### src/hdl/ssc_pkg.sv
// ----------------------------------------------------------------------------
// ssc_pkg
// Shared types, command codes and glyph lookup for the scan controller.
// ----------------------------------------------------------------------------
`timescale 1ns / 1ps

package ssc_pkg;

    localparam int DIGITS = 4;

    typedef enum logic [3:0] {
        CMD_TICK      = 4'd0,
        CMD_WR_ABS    = 4'd1,
        CMD_WR_DIG    = 4'd2,
        CMD_SETPOS    = 4'd3,
        CMD_SWIPE     = 4'd4,
        CMD_BOUNCE    = 4'd5,
        CMD_BLINK_DIG = 4'd6,
        CMD_BLINK_SCR = 4'd7,
        CMD_ERASE     = 4'd8,
        CMD_CUR_ON    = 4'd9,
        CMD_CUR_OFF   = 4'd10,
        CMD_CUR_INC   = 4'd11,
        CMD_CUR_DEC   = 4'd12
    } t_cmd;

    // controller -> datapath
    typedef struct packed {
        logic latch;
        logic exec;
        logic tick_wr;
        logic sw_glyph;
        logic sw_blink;
        logic b4_wr;
        logic cnt_clr;
        logic load_out;
    } t_ctl_cmd;

    // datapath -> controller
    typedef struct packed {
        logic [3:0] cmd;
        logic       b4_ok;
        logic       cursor_on;
        logic       cnt_last;
        logic       cnt_last4;
    } t_ctl_sts;

    localparam logic [7:0] DIGIT_GLYPHS [10] = '{
        8'h3F, 8'h06, 8'h5B, 8'h4F, 8'h66, 8'h6D, 8'h7D, 8'h07, 8'h7F, 8'h6F};
    localparam logic [7:0] LETTER_GLYPHS [26] = '{
        8'h77, 8'h7C, 8'h39, 8'h5E, 8'h79, 8'h71, 8'h3D, 8'h76, 8'h30, 8'h1E,
        8'h75, 8'h38, 8'h00, 8'h54, 8'h3F, 8'h73, 8'h67, 8'h50, 8'h6D, 8'h78,
        8'h3E, 8'h00, 8'h00, 8'h00, 8'h6E, 8'h00};
    localparam logic [7:0] SEGMENT_GLYPHS [9] = '{
        8'h00, 8'h01, 8'h02, 8'h04, 8'h10, 8'h20, 8'h40, 8'h18, 8'h08};

    function automatic logic [7:0] to_glyph(input logic [7:0] c);
        logic [7:0] g;
        g = 8'h00;
        if (c <= 8'd9) begin
            g = DIGIT_GLYPHS[c[3:0]];
        end else if (c >= 8'h41 && c <= 8'h5A) begin
            g = LETTER_GLYPHS[5'(c - 8'h41)];
        end else if (c >= 8'h61 && c <= 8'h7A) begin
            g = LETTER_GLYPHS[5'(c - 8'h61)];
        end else if (c >= 8'd247) begin
            g = SEGMENT_GLYPHS[4'(c - 8'd247)];
        end
        return g;
    endfunction

endpackage

### src/hdl/ssc_datapath.sv
// ----------------------------------------------------------------------------
// ssc_datapath
// Pattern and blink stores, window and scan registers, result register.
// ----------------------------------------------------------------------------
`timescale 1ns / 1ps

module ssc_datapath
    import ssc_pkg::*;
#(
    parameter int STORE_DEPTH = 64,
    parameter int BLINK_TICKS = 60,
    parameter int SCAN_TICKS  = 5,
    parameter int MOVE_TICKS  = 700
) (
    input  logic              i_clk,
    input  logic              i_rst_n,
    input  t_ctl_cmd          i_ctl,
    output t_ctl_sts          o_sts,
    input  logic [3:0]        i_cmd,
    input  logic [5:0]        i_slot_index,
    input  logic [7:0]        i_char_code,
    input  logic signed [6:0] i_step_count,
    input  logic              i_on_flag,
    input  logic              i_cfg_valid,
    input  logic [2:0]        i_cfg_data,
    output logic [7:0]        o_segments,
    output logic [1:0]        o_digit_select,
    output logic              o_accepted
);

    localparam int AW      = $clog2(STORE_DEPTH);
    localparam int WIN_MAX = STORE_DEPTH - DIGITS;
    localparam logic [5:0] BT = 6'(BLINK_TICKS);
    localparam logic [9:0] MT = 10'(MOVE_TICKS);
    localparam logic [2:0] ST = 3'(SCAN_TICKS);

    logic [7:0] r_gmem [STORE_DEPTH];
    logic [7:0] r_bmem [STORE_DEPTH];
    logic [7:0] r_gq, r_bq;

    logic [3:0]        r_cmd;
    logic [5:0]        r_idx;
    logic [7:0]        r_code;
    logic signed [6:0] r_steps;
    logic              r_flag;

    logic [2:0]        r_bright;
    logic [AW-1:0]     r_ws, n_ws;
    logic [1:0]        r_scan, n_scan;
    logic [2:0]        r_wt, n_wt;
    logic [3:0]        r_duty, n_duty;
    logic signed [7:0] r_moves, n_moves;
    logic [9:0]        r_mt, n_mt;
    logic              r_bounce, n_bounce;
    logic signed [7:0] r_span, n_span;
    logic              r_cursor, n_cursor;
    logic [1:0]        r_cdig, n_cdig;
    logic [1:0]        r_b4_digit, n_b4_digit;
    logic              r_b4_clear, n_b4_clear;
    logic              r_sw_en, n_sw_en;
    logic [AW-1:0]     r_cnt;
    logic [7:0]        r_seg, n_seg;
    logic [1:0]        r_dig, n_dig;
    logic              r_ok, n_ok;

    logic [AW-1:0] s_scan, s_idx, s_cnt;
    logic          g_we, b_we;
    logic [AW-1:0] g_addr, b_addr;
    logic [7:0]    g_data, b_data;
    logic          b4_ok;

    assign s_scan = r_ws + AW'(r_scan);
    assign s_idx  = r_ws + AW'(r_idx[1:0]);
    assign s_cnt  = r_ws + AW'(r_cnt[1:0]);
    assign b4_ok  = r_flag || (r_idx < 6'(DIGITS));

    assign o_sts = '{cmd: r_cmd, b4_ok: b4_ok, cursor_on: r_cursor,
                     cnt_last: (r_cnt == AW'(STORE_DEPTH - 1)),
                     cnt_last4: (r_cnt[1:0] == 2'd3)};

    always_comb begin
        int         t;
        logic       ph;
        logic [5:0] tm;
        logic [9:0] mt;
        logic       fwd;
        logic signed [7:0] nm;
        logic [2:0] wt;
        n_ws = r_ws; n_scan = r_scan; n_wt = r_wt; n_duty = r_duty;
        n_moves = r_moves; n_mt = r_mt; n_bounce = r_bounce; n_span = r_span;
        n_cursor = r_cursor; n_cdig = r_cdig; n_b4_digit = r_b4_digit;
        n_b4_clear = r_b4_clear; n_sw_en = r_sw_en;
        n_seg = r_seg; n_dig = r_dig; n_ok = r_ok;
        g_we = 1'b0; g_addr = r_cnt; g_data = 8'h00;
        b_we = 1'b0; b_addr = r_cnt; b_data = 8'h00;
        t = 0; ph = 1'b0; tm = 6'd0; mt = 10'd0; fwd = 1'b0; nm = 8'sd0; wt = 3'd0;

        if (i_ctl.exec) begin
            n_seg = 8'h00;
            n_dig = 2'd0;
            n_ok  = 1'b1;
            case (t_cmd'(r_cmd))
                CMD_TICK: begin
                end
                CMD_WR_ABS: begin
                    if (int'(r_idx) < STORE_DEPTH) begin
                        n_bounce = 1'b0;
                        g_we = 1'b1; g_addr = AW'(r_idx); g_data = to_glyph(r_code);
                    end else begin
                        n_ok = 1'b0;
                    end
                end
                CMD_WR_DIG: begin
                    if (r_idx < 6'(DIGITS)) begin
                        g_we = 1'b1; g_addr = s_idx; g_data = to_glyph(r_code);
                    end else begin
                        n_ok = 1'b0;
                    end
                end
                CMD_SETPOS: begin
                    if (int'(r_idx) <= WIN_MAX) begin
                        n_moves = 8'sd0;
                        n_ws = AW'(r_idx);
                    end else begin
                        n_ok = 1'b0;
                    end
                end
                CMD_SWIPE, CMD_BOUNCE: begin
                    t = int'(r_ws) + int'(r_steps);
                    if (t < 0 || t > WIN_MAX) begin
                        n_ok = 1'b0;
                    end else begin
                        n_bounce = (r_cmd == CMD_BOUNCE);
                        n_moves = {r_steps[6], r_steps};
                        n_mt = MT;
                        if (r_cmd == CMD_BOUNCE) n_span = {r_steps[6], r_steps};
                    end
                end
                CMD_BLINK_DIG: begin
                    n_b4_digit = r_idx[1:0];
                    n_b4_clear = r_flag;
                    if (!b4_ok) n_ok = 1'b0;
                end
                CMD_BLINK_SCR: n_sw_en = r_flag;
                CMD_ERASE: n_bounce = 1'b0;
                CMD_CUR_ON: begin
                    if (!r_cursor) begin
                        n_bounce = 1'b0; n_cursor = 1'b1; n_cdig = 2'd0;
                        n_b4_digit = 2'd0; n_b4_clear = 1'b0;
                    end
                end
                CMD_CUR_OFF: begin
                    if (r_cursor) begin
                        n_cursor = 1'b0; n_cdig = 2'd0; n_sw_en = 1'b0;
                    end
                end
                CMD_CUR_INC: begin
                    n_b4_clear = 1'b0;
                    n_b4_digit = r_cdig;
                    if (r_cursor) begin
                        if (r_cdig == 2'd3) begin
                            if (int'(r_ws) < WIN_MAX) n_ws = r_ws + AW'(1);
                        end else begin
                            n_cdig = r_cdig + 2'd1;
                            n_b4_digit = r_cdig + 2'd1;
                        end
                    end
                end
                CMD_CUR_DEC: begin
                    n_b4_clear = 1'b0;
                    n_b4_digit = r_cdig;
                    if (r_cursor) begin
                        if (r_cdig == 2'd0) begin
                            if (r_ws != '0) n_ws = r_ws - AW'(1);
                        end else begin
                            n_cdig = r_cdig - 2'd1;
                            n_b4_digit = r_cdig - 2'd1;
                        end
                    end
                end
                default: n_ok = 1'b0;
            endcase
        end

        if (i_ctl.tick_wr) begin
            ph = r_bq[6];
            tm = r_bq[5:0];
            n_seg = (ph && r_duty != 4'd0) ? r_gq : 8'h00;
            n_dig = r_scan;
            // run down the shown entry's blink timer
            if (r_bq[7]) begin
                tm = tm - 6'd1;
                if (tm == 6'd0) begin
                    tm = BT;
                    ph = ~ph;
                end
                b_we = 1'b1; b_addr = s_scan; b_data = {1'b1, ph, tm};
            end
            if (r_moves != 8'sd0) begin
                mt = r_mt - 10'd1;
                n_mt = mt;
                if (mt == 10'd0) begin
                    fwd = !r_moves[7];
                    t = int'(r_ws) + (fwd ? 1 : -1);
                    if (t >= 0 && t <= WIN_MAX) n_ws = AW'(t);
                    nm = fwd ? r_moves - 8'sd1 : r_moves + 8'sd1;
                    n_moves = nm;
                    if (nm != 8'sd0) begin
                        n_mt = MT;
                    end else if (r_bounce) begin
                        n_span = -r_span;
                        n_moves = -r_span;
                        n_mt = MT;
                    end
                end
            end
            n_duty = (r_duty != 4'd0) ? r_duty - 4'd1 : r_duty;
            wt = r_wt - 3'd1;
            n_wt = wt;
            if (wt == 3'd0) begin
                n_scan = r_scan + 2'd1;
                n_wt = ST;
                n_duty = {1'b0, r_bright};
            end
        end

        if (i_ctl.sw_glyph) begin
            g_we = 1'b1; g_addr = r_cnt; g_data = 8'h00;
        end
        if (i_ctl.sw_blink) begin
            b_we = 1'b1; b_addr = r_cnt; b_data = {r_sw_en, 1'b1, BT};
        end
        if (i_ctl.b4_wr) begin
            b_we = 1'b1; b_addr = s_cnt;
            b_data = {!r_b4_clear && (r_cnt[1:0] == r_b4_digit), 1'b1, BT};
        end
    end

    always_ff @(posedge i_clk) begin
        if (g_we) r_gmem[g_addr] <= g_data;
        if (b_we) r_bmem[b_addr] <= b_data;
        r_gq <= r_gmem[s_scan];
        r_bq <= r_bmem[s_scan];
        if (i_ctl.latch) begin
            r_cmd <= i_cmd; r_idx <= i_slot_index; r_code <= i_char_code;
            r_steps <= i_step_count; r_flag <= i_on_flag;
        end
        r_seg <= n_seg; r_dig <= n_dig; r_ok <= n_ok;
        if (i_ctl.load_out) begin
            o_segments <= r_seg; o_digit_select <= r_dig; o_accepted <= r_ok;
        end
    end

    always_ff @(posedge i_clk) begin
        if (!i_rst_n) begin
            r_bright <= 3'd5; r_ws <= '0; r_scan <= 2'd0; r_wt <= ST; r_duty <= 4'd5;
            r_moves <= 8'sd0; r_mt <= 10'd0; r_bounce <= 1'b0; r_span <= 8'sd0;
            r_cursor <= 1'b0; r_cdig <= 2'd0; r_b4_digit <= 2'd0; r_b4_clear <= 1'b0;
            r_sw_en <= 1'b0; r_cnt <= '0;
        end else begin
            if (i_cfg_valid) r_bright <= i_cfg_data;
            r_ws <= n_ws; r_scan <= n_scan; r_wt <= n_wt; r_duty <= n_duty;
            r_moves <= n_moves; r_mt <= n_mt; r_bounce <= n_bounce; r_span <= n_span;
            r_cursor <= n_cursor; r_cdig <= n_cdig; r_b4_digit <= n_b4_digit;
            r_b4_clear <= n_b4_clear; r_sw_en <= n_sw_en;
            if (i_ctl.cnt_clr) begin
                r_cnt <= '0;
            end else if (i_ctl.sw_glyph || i_ctl.sw_blink || i_ctl.b4_wr) begin
                r_cnt <= (r_cnt == AW'(STORE_DEPTH - 1)) ? '0 : r_cnt + AW'(1);
            end
        end
    end

endmodule

### src/hdl/ssc_controller.sv
// ----------------------------------------------------------------------------
// ssc_controller
// Sequences each command through execute, a tick, sweep or blink phase where needed, and finish.
// ----------------------------------------------------------------------------
`timescale 1ns / 1ps

module ssc_controller
    import ssc_pkg::*;
(
    input  logic     i_clk,
    input  logic     i_rst_n,
    input  logic     i_in_valid,
    output logic     o_in_stall,
    output logic     o_out_valid,
    input  logic     i_out_stall,
    output t_ctl_cmd o_ctl,
    input  t_ctl_sts i_sts
);

    typedef enum logic [2:0] {
        S_CLEAR, S_IDLE, S_EXEC, S_TICK, S_SWEEP, S_BLINK4, S_FINISH
    } t_state;

    t_state r_state;
    logic   r_swg, r_swb, r_out_valid;
    logic   out_free;

    assign out_free    = !r_out_valid || !i_out_stall;
    assign o_in_stall  = (r_state != S_IDLE);
    assign o_out_valid = r_out_valid;

    always_comb begin
        o_ctl = '0;
        o_ctl.latch    = (r_state == S_IDLE) && i_in_valid;
        o_ctl.exec     = (r_state == S_EXEC);
        o_ctl.cnt_clr  = (r_state == S_EXEC);
        o_ctl.tick_wr  = (r_state == S_TICK);
        o_ctl.sw_glyph = (r_state == S_SWEEP || r_state == S_CLEAR) && r_swg;
        o_ctl.sw_blink = (r_state == S_SWEEP || r_state == S_CLEAR) && r_swb;
        o_ctl.b4_wr    = (r_state == S_BLINK4);
        o_ctl.load_out = (r_state == S_FINISH) && out_free;
    end

    always_ff @(posedge i_clk) begin
        if (!i_rst_n) begin
            r_state     <= S_CLEAR;
            r_swg       <= 1'b1;
            r_swb       <= 1'b1;
            r_out_valid <= 1'b0;
        end else begin
            if (o_ctl.load_out) begin
                r_out_valid <= 1'b1;
            end else if (r_out_valid && !i_out_stall) begin
                r_out_valid <= 1'b0;
            end
            unique case (r_state)
                S_CLEAR: if (i_sts.cnt_last) r_state <= S_IDLE;
                S_IDLE: if (i_in_valid) r_state <= S_EXEC;
                S_EXEC: begin
                    r_swg   <= 1'b0;
                    r_swb   <= 1'b0;
                    r_state <= S_FINISH;
                    case (t_cmd'(i_sts.cmd))
                        CMD_TICK: r_state <= S_TICK;
                        CMD_BLINK_DIG: if (i_sts.b4_ok) r_state <= S_BLINK4;
                        CMD_BLINK_SCR: begin
                            r_swb <= 1'b1; r_state <= S_SWEEP;
                        end
                        CMD_ERASE: begin
                            r_swg <= 1'b1; r_state <= S_SWEEP;
                        end
                        CMD_CUR_ON: if (!i_sts.cursor_on) r_state <= S_BLINK4;
                        CMD_CUR_OFF: begin
                            if (i_sts.cursor_on) begin
                                r_swb <= 1'b1; r_state <= S_SWEEP;
                            end
                        end
                        CMD_CUR_INC, CMD_CUR_DEC: if (i_sts.cursor_on) r_state <= S_BLINK4;
                        default: r_state <= S_FINISH;
                    endcase
                end
                S_TICK: r_state <= S_FINISH;
                S_SWEEP: if (i_sts.cnt_last) r_state <= S_FINISH;
                S_BLINK4: if (i_sts.cnt_last4) r_state <= S_FINISH;
                S_FINISH: if (out_free) r_state <= S_IDLE;
                default: r_state <= S_IDLE;
            endcase
        end
    end

endmodule

### src/hdl/seven_segment_scan_controller_core.sv
// ----------------------------------------------------------------------------
// seven_segment_scan_controller_core
// Four-digit multiplexed seven-segment scan controller, top level.
// ----------------------------------------------------------------------------
// channel  | handshake                 | payload
// input    | i_in_valid / o_in_stall   | i_cmd i_slot_index i_char_code i_step_count i_on_flag
// result   | o_out_valid / i_out_stall | o_segments o_digit_select o_accepted
// config   | i_cfg_valid / o_cfg_ready | i_cfg_data (bright_level)
//
// A tick passes through execute, tick and finish states from accept to result;
// simple commands through execute and finish; blink digit and cursor commands
// add a four-entry window sweep; erase, blink screen and cursor off a whole-store sweep.
// After reset a clearing pass over every store entry runs before any item is taken.
// One item is in work at a time; a new one is taken while a result waits.
// ----------------------------------------------------------------------------
`timescale 1ns / 1ps

module seven_segment_scan_controller_core
    import ssc_pkg::*;
#(
    parameter int STORE_DEPTH = 64,
    parameter int BLINK_TICKS = 60,
    parameter int SCAN_TICKS  = 5,
    parameter int MOVE_TICKS  = 700
) (
    input  logic              i_clk,
    input  logic              i_rst_n,
    input  logic              i_in_valid,
    output logic              o_in_stall,
    input  logic [3:0]        i_cmd,
    input  logic [5:0]        i_slot_index,
    input  logic [7:0]        i_char_code,
    input  logic signed [6:0] i_step_count,
    input  logic              i_on_flag,
    output logic              o_out_valid,
    input  logic              i_out_stall,
    output logic [7:0]        o_segments,
    output logic [1:0]        o_digit_select,
    output logic              o_accepted,
    input  logic              i_cfg_valid,
    output logic              o_cfg_ready,
    input  logic [2:0]        i_cfg_data
);

    t_ctl_cmd ctl;
    t_ctl_sts sts;

    assign o_cfg_ready = 1'b1;

    ssc_controller u_ctrl (
        .i_clk       (i_clk),
        .i_rst_n     (i_rst_n),
        .i_in_valid  (i_in_valid),
        .o_in_stall  (o_in_stall),
        .o_out_valid (o_out_valid),
        .i_out_stall (i_out_stall),
        .o_ctl       (ctl),
        .i_sts       (sts)
    );

    ssc_datapath #(
        .STORE_DEPTH (STORE_DEPTH),
        .BLINK_TICKS (BLINK_TICKS),
        .SCAN_TICKS  (SCAN_TICKS),
        .MOVE_TICKS  (MOVE_TICKS)
    ) u_dp (
        .i_clk          (i_clk),
        .i_rst_n        (i_rst_n),
        .i_ctl          (ctl),
        .o_sts          (sts),
        .i_cmd          (i_cmd),
        .i_slot_index   (i_slot_index),
        .i_char_code    (i_char_code),
        .i_step_count   (i_step_count),
        .i_on_flag      (i_on_flag),
        .i_cfg_valid    (i_cfg_valid),
        .i_cfg_data     (i_cfg_data),
        .o_segments     (o_segments),
        .o_digit_select (o_digit_select),
        .o_accepted     (o_accepted)
    );

endmodule

### config.mk
export PLATFORM = sky130hd
export DESIGN_NAME = seven_segment_scan_controller_core
export DESIGN_NICKNAME = d
export VERILOG_FILES = /design/src/hdl/ssc_pkg.sv /design/src/hdl/ssc_datapath.sv /design/src/hdl/ssc_controller.sv /design/src/hdl/seven_segment_scan_controller_core.sv
export SDC_FILE = /design/constraint.sdc
export NUM_CORES = 1
export LEC_CHECK = 0
export BUFFER_PORTS_ARGS = -buffer_cell sky130_fd_sc_hd__buf_2
export CAP_MARGIN = 20
export CORE_AREA = 5 5 283 285
export DETAILED_ROUTE_END_ITERATION = 16
export DIE_AREA = 0 0 288 290
export PLACE_DENSITY = 0.79
export SLEW_MARGIN = 20
export SYNTH_ARGS = -nofsm -noshare
export SYNTH_HDL_FRONTEND = slang
export SYNTH_HIERARCHICAL = 1
export SYNTH_SLANG_ARGS = --single-unit
export TNS_END_PERCENT = 1
### constraint.sdc
create_clock -name i_clk -period 10.2 [get_ports i_clk]
set_input_delay 1.02 -clock i_clk [delete_from_list [all_inputs] [get_ports i_clk]]
set_output_delay 1.02 -clock i_clk [all_outputs]
set_load 0.01 [all_outputs]
== Word-level counts from Yosys, hierarchy flattened ==
Memory sizes are Yosys's and may differ from the RTL's. A register that Yosys moved wholly into a read port is not among the register bits.
Cells that the tools add are included.
Word-level totals
  bits in latches: 0
  bits in registers: 112
  memories: 6
  RAM bits: 1024
  memory bits (read-only): 768
Cells by class
  reductions and logical operators: 53
  shift operators: 0
  magnitude comparators: 17
  equality and inequality tests: 31
  bitwise operators: 6
  add/subtract/negate cells: 21
  div/mod/pow operators: 0
  multipliers: 0
  muxes and demuxes: 127
Memories
  u_dp.r_bmem: words 64, width 8, rd ports 1, clocked after Yosys merged registers in 1, wr ports 1, RTL line ssc_datapath.sv:38  | logic [7:0] r_bmem [STORE_DEPTH];
  u_dp.r_gmem: words 64, width 8, rd ports 1, clocked after Yosys merged registers in 1, wr ports 1, RTL line ssc_datapath.sv:37  | logic [7:0] r_gmem [STORE_DEPTH];
  (name not given): words 32, width 8, rd ports 1, clocked after Yosys merged registers in 0, wr ports 0, RTL line ssc_pkg.sv:63  | g = LETTER_GLYPHS[5'(c - 8'h41)];
  (name not given): words 32, width 8, rd ports 1, clocked after Yosys merged registers in 0, wr ports 0, RTL line ssc_pkg.sv:65  | g = LETTER_GLYPHS[5'(c - 8'h61)];
  (name not given): words 16, width 8, rd ports 1, clocked after Yosys merged registers in 0, wr ports 0, RTL line ssc_pkg.sv:67  | g = SEGMENT_GLYPHS[4'(c - 8'd247)];
  (name not given): words 16, width 8, rd ports 1, clocked after Yosys merged registers in 0, wr ports 0, RTL line ssc_pkg.sv:61  | g = DIGIT_GLYPHS[c[3:0]];
Operator list (number)
  $mux 8: 40
  $mux 6: 21
  $mux 10: 8
  $add 7x32->32: 1
  $ge 32x1->1 const B: 1
  $gt 32x7->1 const B: 1
  $le 32x7->1 const B: 1
  $lt 32x1->1 const B: 1
  $mux 32: 1
  $pmux 8 s2: 2
  $mux 2: 12
  $mux 1: 22
  $pmux 3 s7: 1
  $eq 4x4->1 const B: 5
  $add 6x2->6: 3
  $mux 3: 6
  $pmux 3 s6: 1
  $pmux 6 s3: 1
  $eq 4x3->1 const B: 4
  $ge 8x7->1 const B: 2
  $le 8x7->1 const B: 2
  $pmux 2 s4: 2
  $reduce_bool 8->1: 2
  $add 6x1->6 const B: 2
  56 further kinds: 113

== Longest topological paths before layout ==
  word-level depth: 13
  mapped depth: 15
  gate-level depth less buffers: 14

== By module ==
Netlist, hierarchy kept.
By module, submodules not included
  ssc_datapath: area each 45487.4 µm², cells each 2504, sequential area each 31670.4 µm², instances 1
  ssc_controller: area each 515.5 µm², cells each 68, sequential area each 120.1 µm², instances 1
  seven_segment_scan_controller_core: area each 11.3 µm², cells each 2, sequential area each 0.0 µm², instances 1

== Worst setup path before layout ==
No wires, ideal clock.
  path kind: register to register
  start point: register u_dp.r_code[0]
  end point: memory u_dp.r_gmem[0][4] (data pin)
  arrival: 7.902 ns
  clock period less this slack: 9.191 ns
  setup slack: 1.009 ns
  stages on the path, launching flop included: 12
  cells stage by stage: edfxtp_1 -> clkbuf_1 -> clkbuf_1 -> inv_1 -> ha_1 -> ha_1 -> clkbuf_1 -> nand2b_1 -> a21oi_1 -> a21oi_1 -> a221oi_1 -> a2111oi_0
On the way
  cells in the longest elaborated chain, start to end: 13
  elaborated cells on any way between the ends: 35
RTL lines
  start, declared: RTL line ssc_datapath.sv:43  | logic [7:0] r_code;
  start signal, assigned: RTL line ssc_datapath.sv:245  | r_cmd <= i_cmd; r_idx <= i_slot_index; r_code <= i_char_code;
  $sub 4x3->4: RTL line ssc_pkg.sv:67
  $not 4->5 (not written as such): RTL line ssc_pkg.sv:67
  $mem_v2 16x8
  $mux 8 (not written as such) (2 in a row): RTL line ssc_pkg.sv:67
  $mux 8: RTL line ssc_pkg.sv:66  | end else if (c >= 8'd247) begin
  $mux 8: RTL line ssc_pkg.sv:64  | end else if (c >= 8'h61 && c <= 8'h7A) begin
  $mux 8: RTL line ssc_pkg.sv:62  | end else if (c >= 8'h41 && c <= 8'h5A) begin
  $mux 8 (*): RTL line ssc_pkg.sv:60  | if (c <= 8'd9) begin
  $mux 8: RTL line ssc_datapath.sv:114  | if (r_idx < 6'(DIGITS)) begin
  $pmux 8 s2 (*): RTL line ssc_datapath.sv:102  | case (t_cmd'(r_cmd))
  $mux 8 (*): RTL line ssc_datapath.sv:98  | if (i_ctl.exec) begin
  $mux 8 (*): RTL line ssc_datapath.sv:227  | if (i_ctl.sw_glyph) begin
  via u_dp.g_data[4]: RTL line ssc_datapath.sv:69  | logic [7:0] g_data, b_data;
  end, declared: RTL line ssc_datapath.sv:37
The timed path passes the listed nets; every way through them passes the cells marked *. The select of a mux whose other input is x is not followed.

==> results.tsv <==
metric	value	unit
YS warnings	6	
final hold violation count	0	
Hold Path Class	flip-flop to flip-flop	
number of global-route vias before repair	25900	
Pre-antenna DRT Iters	6	
P&R area growth vs syn	10.9	%
EDFF count, synth	1006	
period utilisation layout	0.492	
required time worst endpoint	10.46	ns
Post-route DRC	0	
Root Driver	clkbuf_16	
setup TNS	0	ns
antenna viol nets, final	0	
Reg power frac	0.540	
Post-CTS Setup Inserts	0	
post-route minimum period	5.02	ns
Clock Skew	0.0358	ns
Clk pwr share	0.449	
sequential area share after synthesis	0.691	
CTS clock-pin slew for the worst setup and hold paths	0.06	ns
fill count	4781	
largest net degree at the start of global routing	186	
Post-synth ARST share	0	
top-count cell post-synth	edfxtp_1	
net load switching power	1760	µW
routed via count	25900	
share of layout cells above drive strength 1	0.226	
Die W	288	µm
Netlist cell types	95	
Die ar.	83500	µm²
area of the multi-input gates	13600	µm²
total congestion overflow	0	
wire per inst	30.6	µm
Post-Synthesis Cells	2574	
outcome	finished, final reports clean	
sw frac	0.198	
Critical Path AT	5.28	ns
cts hold-fix bufs	0	
core area	77100	µm²
top cells by area, synth	edfxtp_1 66%, mux4_2 15%, dfxtp_1 3.4%	
Fin Hold WS	0.431	ns
Critical Path Start Type	flip-flop	
top cells by count, synth	1006 x edfxtp_1, 313 x mux4_2, 221 x nor2_1	
Leakage	0.0170	µW
Reg2Reg Depth	7	
Syn Nets	2671	
largest fanout on the critical path	19	
Worst Slack Setup Final	5.18	ns
Reg2Reg Setup Slack	5.18	ns
fin nets	2730	
total clock sinks	1085	
WHS Path Cells	0	
CP endpoint kind	flip-flop	
ANT cells	0	
DPL Wire Length	66300	µm
Most used DFF post-synth	edfxtp_1	
Row Count	102	
Yosys top cell area share	0.657	
GRT Util Overall	0.272	
drt total wl	115000	µm
Power Internal	7170	µW
Die Y	290	µm
Seq cells post-synth	1085	
Comb pwr share	0.011	
register area	31800	µm²
PD cells	175	nW/µm²
Max rail drop VDD	0.000136	V
initial antenna violation count	0	
Achievable Freq	0.199	GHz
leading area contributor after synthesis	edfxtp_1	
syn_area_per_cell	17.9	µm²
first-pass GRT wire length	170000	µm
total CTS buffers	104	
via/cell ratio	6.90	
WS Path Type	flip-flop to flip-flop	
DRT iter0 DRCs	3509	
Worst Tran Pin Value	1.14	ns
final count of negative-setup-slack endpoints	0	
Final Max Slew Viols	0	
PortBufs	45	
RSZ-0062 raised after global routing	no	
RePlAce Congestion	0.869	
Tot Pwr	8930	µW
H-tree depth	3	
CTS tree	yes	
io pins	48	
Post-CTS Resized	0	
max-slew headroom at the worst pin	0.234	
Initial Util	0.597	
max_cap viols	0	
dpl ws	5.37	ns
clk_lat worst skew	0.68	ns
CTS Buffer Depth	3	
Mapped Area	46000	µm²
[power groups by stage]
stage / clock network (µW) / logic (µW) / registers, µW
6_report: 4010 / 101 / 4820
5_1_grt: 4260 / 105 / 4820
4_1_cts: 4050 / 98.0 / 4820
3_5_place_dp: 0 / 94.5 / 4920
3_3_place_gp: 0 / 92.7 / 4920
2_1_floorplan: 0 / 50.9 / 4910
[final timing paths]
kind                     start            endpoint
max          u_ctrl/r_state[1]  u_dp/r_gmem[48][4]
min              u_dp/r_seg[2]  u_dp/o_segments[2]
max reg2reg  u_ctrl/r_state[1]  u_dp/r_gmem[48][4]
min reg2reg      u_dp/r_seg[2]  u_dp/o_segments[2]
[per-stage QoR]
| stage | instance area (µm²) | util | cells |
|---|---|---|---|
| global route | 51000 | 0.662 | 3759 |
| detailed placement | 47400 | 0.615 | 3565 |
| floorplan | 46000 | - | 2574 |
| CTS | 51000 | 0.661 | 3757 |
| finish | 51000 | 0.662 | 3759 |
| global placement | 47400 | 0.615 | 3564 |
[flip-flops by register name (all words and copies together) (netlist names), 8 cells and up]
signal,cells
u_dp/r_moves,8
u_dp/r_bq,8
u_dp/r_code,8
u_dp/r_gmem,448
u_dp/r_span,8
u_dp/r_bmem,512
u_dp/r_mt,10
[cell type report]
| class | count | share of cell area |
|---|---|---|
| clock inverters | 66 | 0.0156 |
| multi-input cells | 1309 | 0.267 |
| inverters | 47 | 0.00346 |
| flip-flops and latches | 1085 | 0.623 |
| well taps | 1040 | 0.0255 |
| repair buffers | 86 | 0.0117 |
| clock buffers | 126 | 0.0537 |
[worst max-delay path, cell delays in order, from the launching register on]
cell and delay (ns):
dfxtp_1 0.56, or3b_4 0.47, inv_1 0.44, nor4b_1 0.44
a21boi_2 0.52, a22oi_1 0.47, nor3_1 0.76, nor2b_1 0.93
[metal layers]
metal  vias to the layer above  track usage  wire length (µm)
met5                         -            0                 0
met2                      1878        0.437             56900
met1                     13200        0.372             40800
met4                         0       0.0944              4220
met3                       295       0.0666             13000
li1                      10500            -                 -
[cell families after synthesis]
group | after synthesis | synth area share
flip-flops | 1085 | 0.691
buffers and inverters | 180 | 0.0179
multiplexers | 340 | 0.160
XOR/XNOR | 41 | 0.00797
adder cells (fa/ha/maj) | 64 | 0.0183
AND/OR/NAND/NOR | 544 | 0.0582
other | 2 | 0.000163
AO/OA/AOI/OAI | 318 | 0.0466
[placed cells by master, fill, tap and decap left out, types with 21 or more instances in the layout]
cell type and instances:
buf_2 45, nor2_1 219, mux4_2 313, o21ai_0 66, inv_1 46, xnor2_1 23
a21oi_1 69, o211ai_1 24, ha_1 56, nor3_1 21, clkbuf_16 106, edfxtp_1 1006
dfxtp_1 79, nand3_1 38, buf_4 37, a211oi_1 22, nand2_1 98, nor2b_1 26
(Power assumes the default switching activity.)
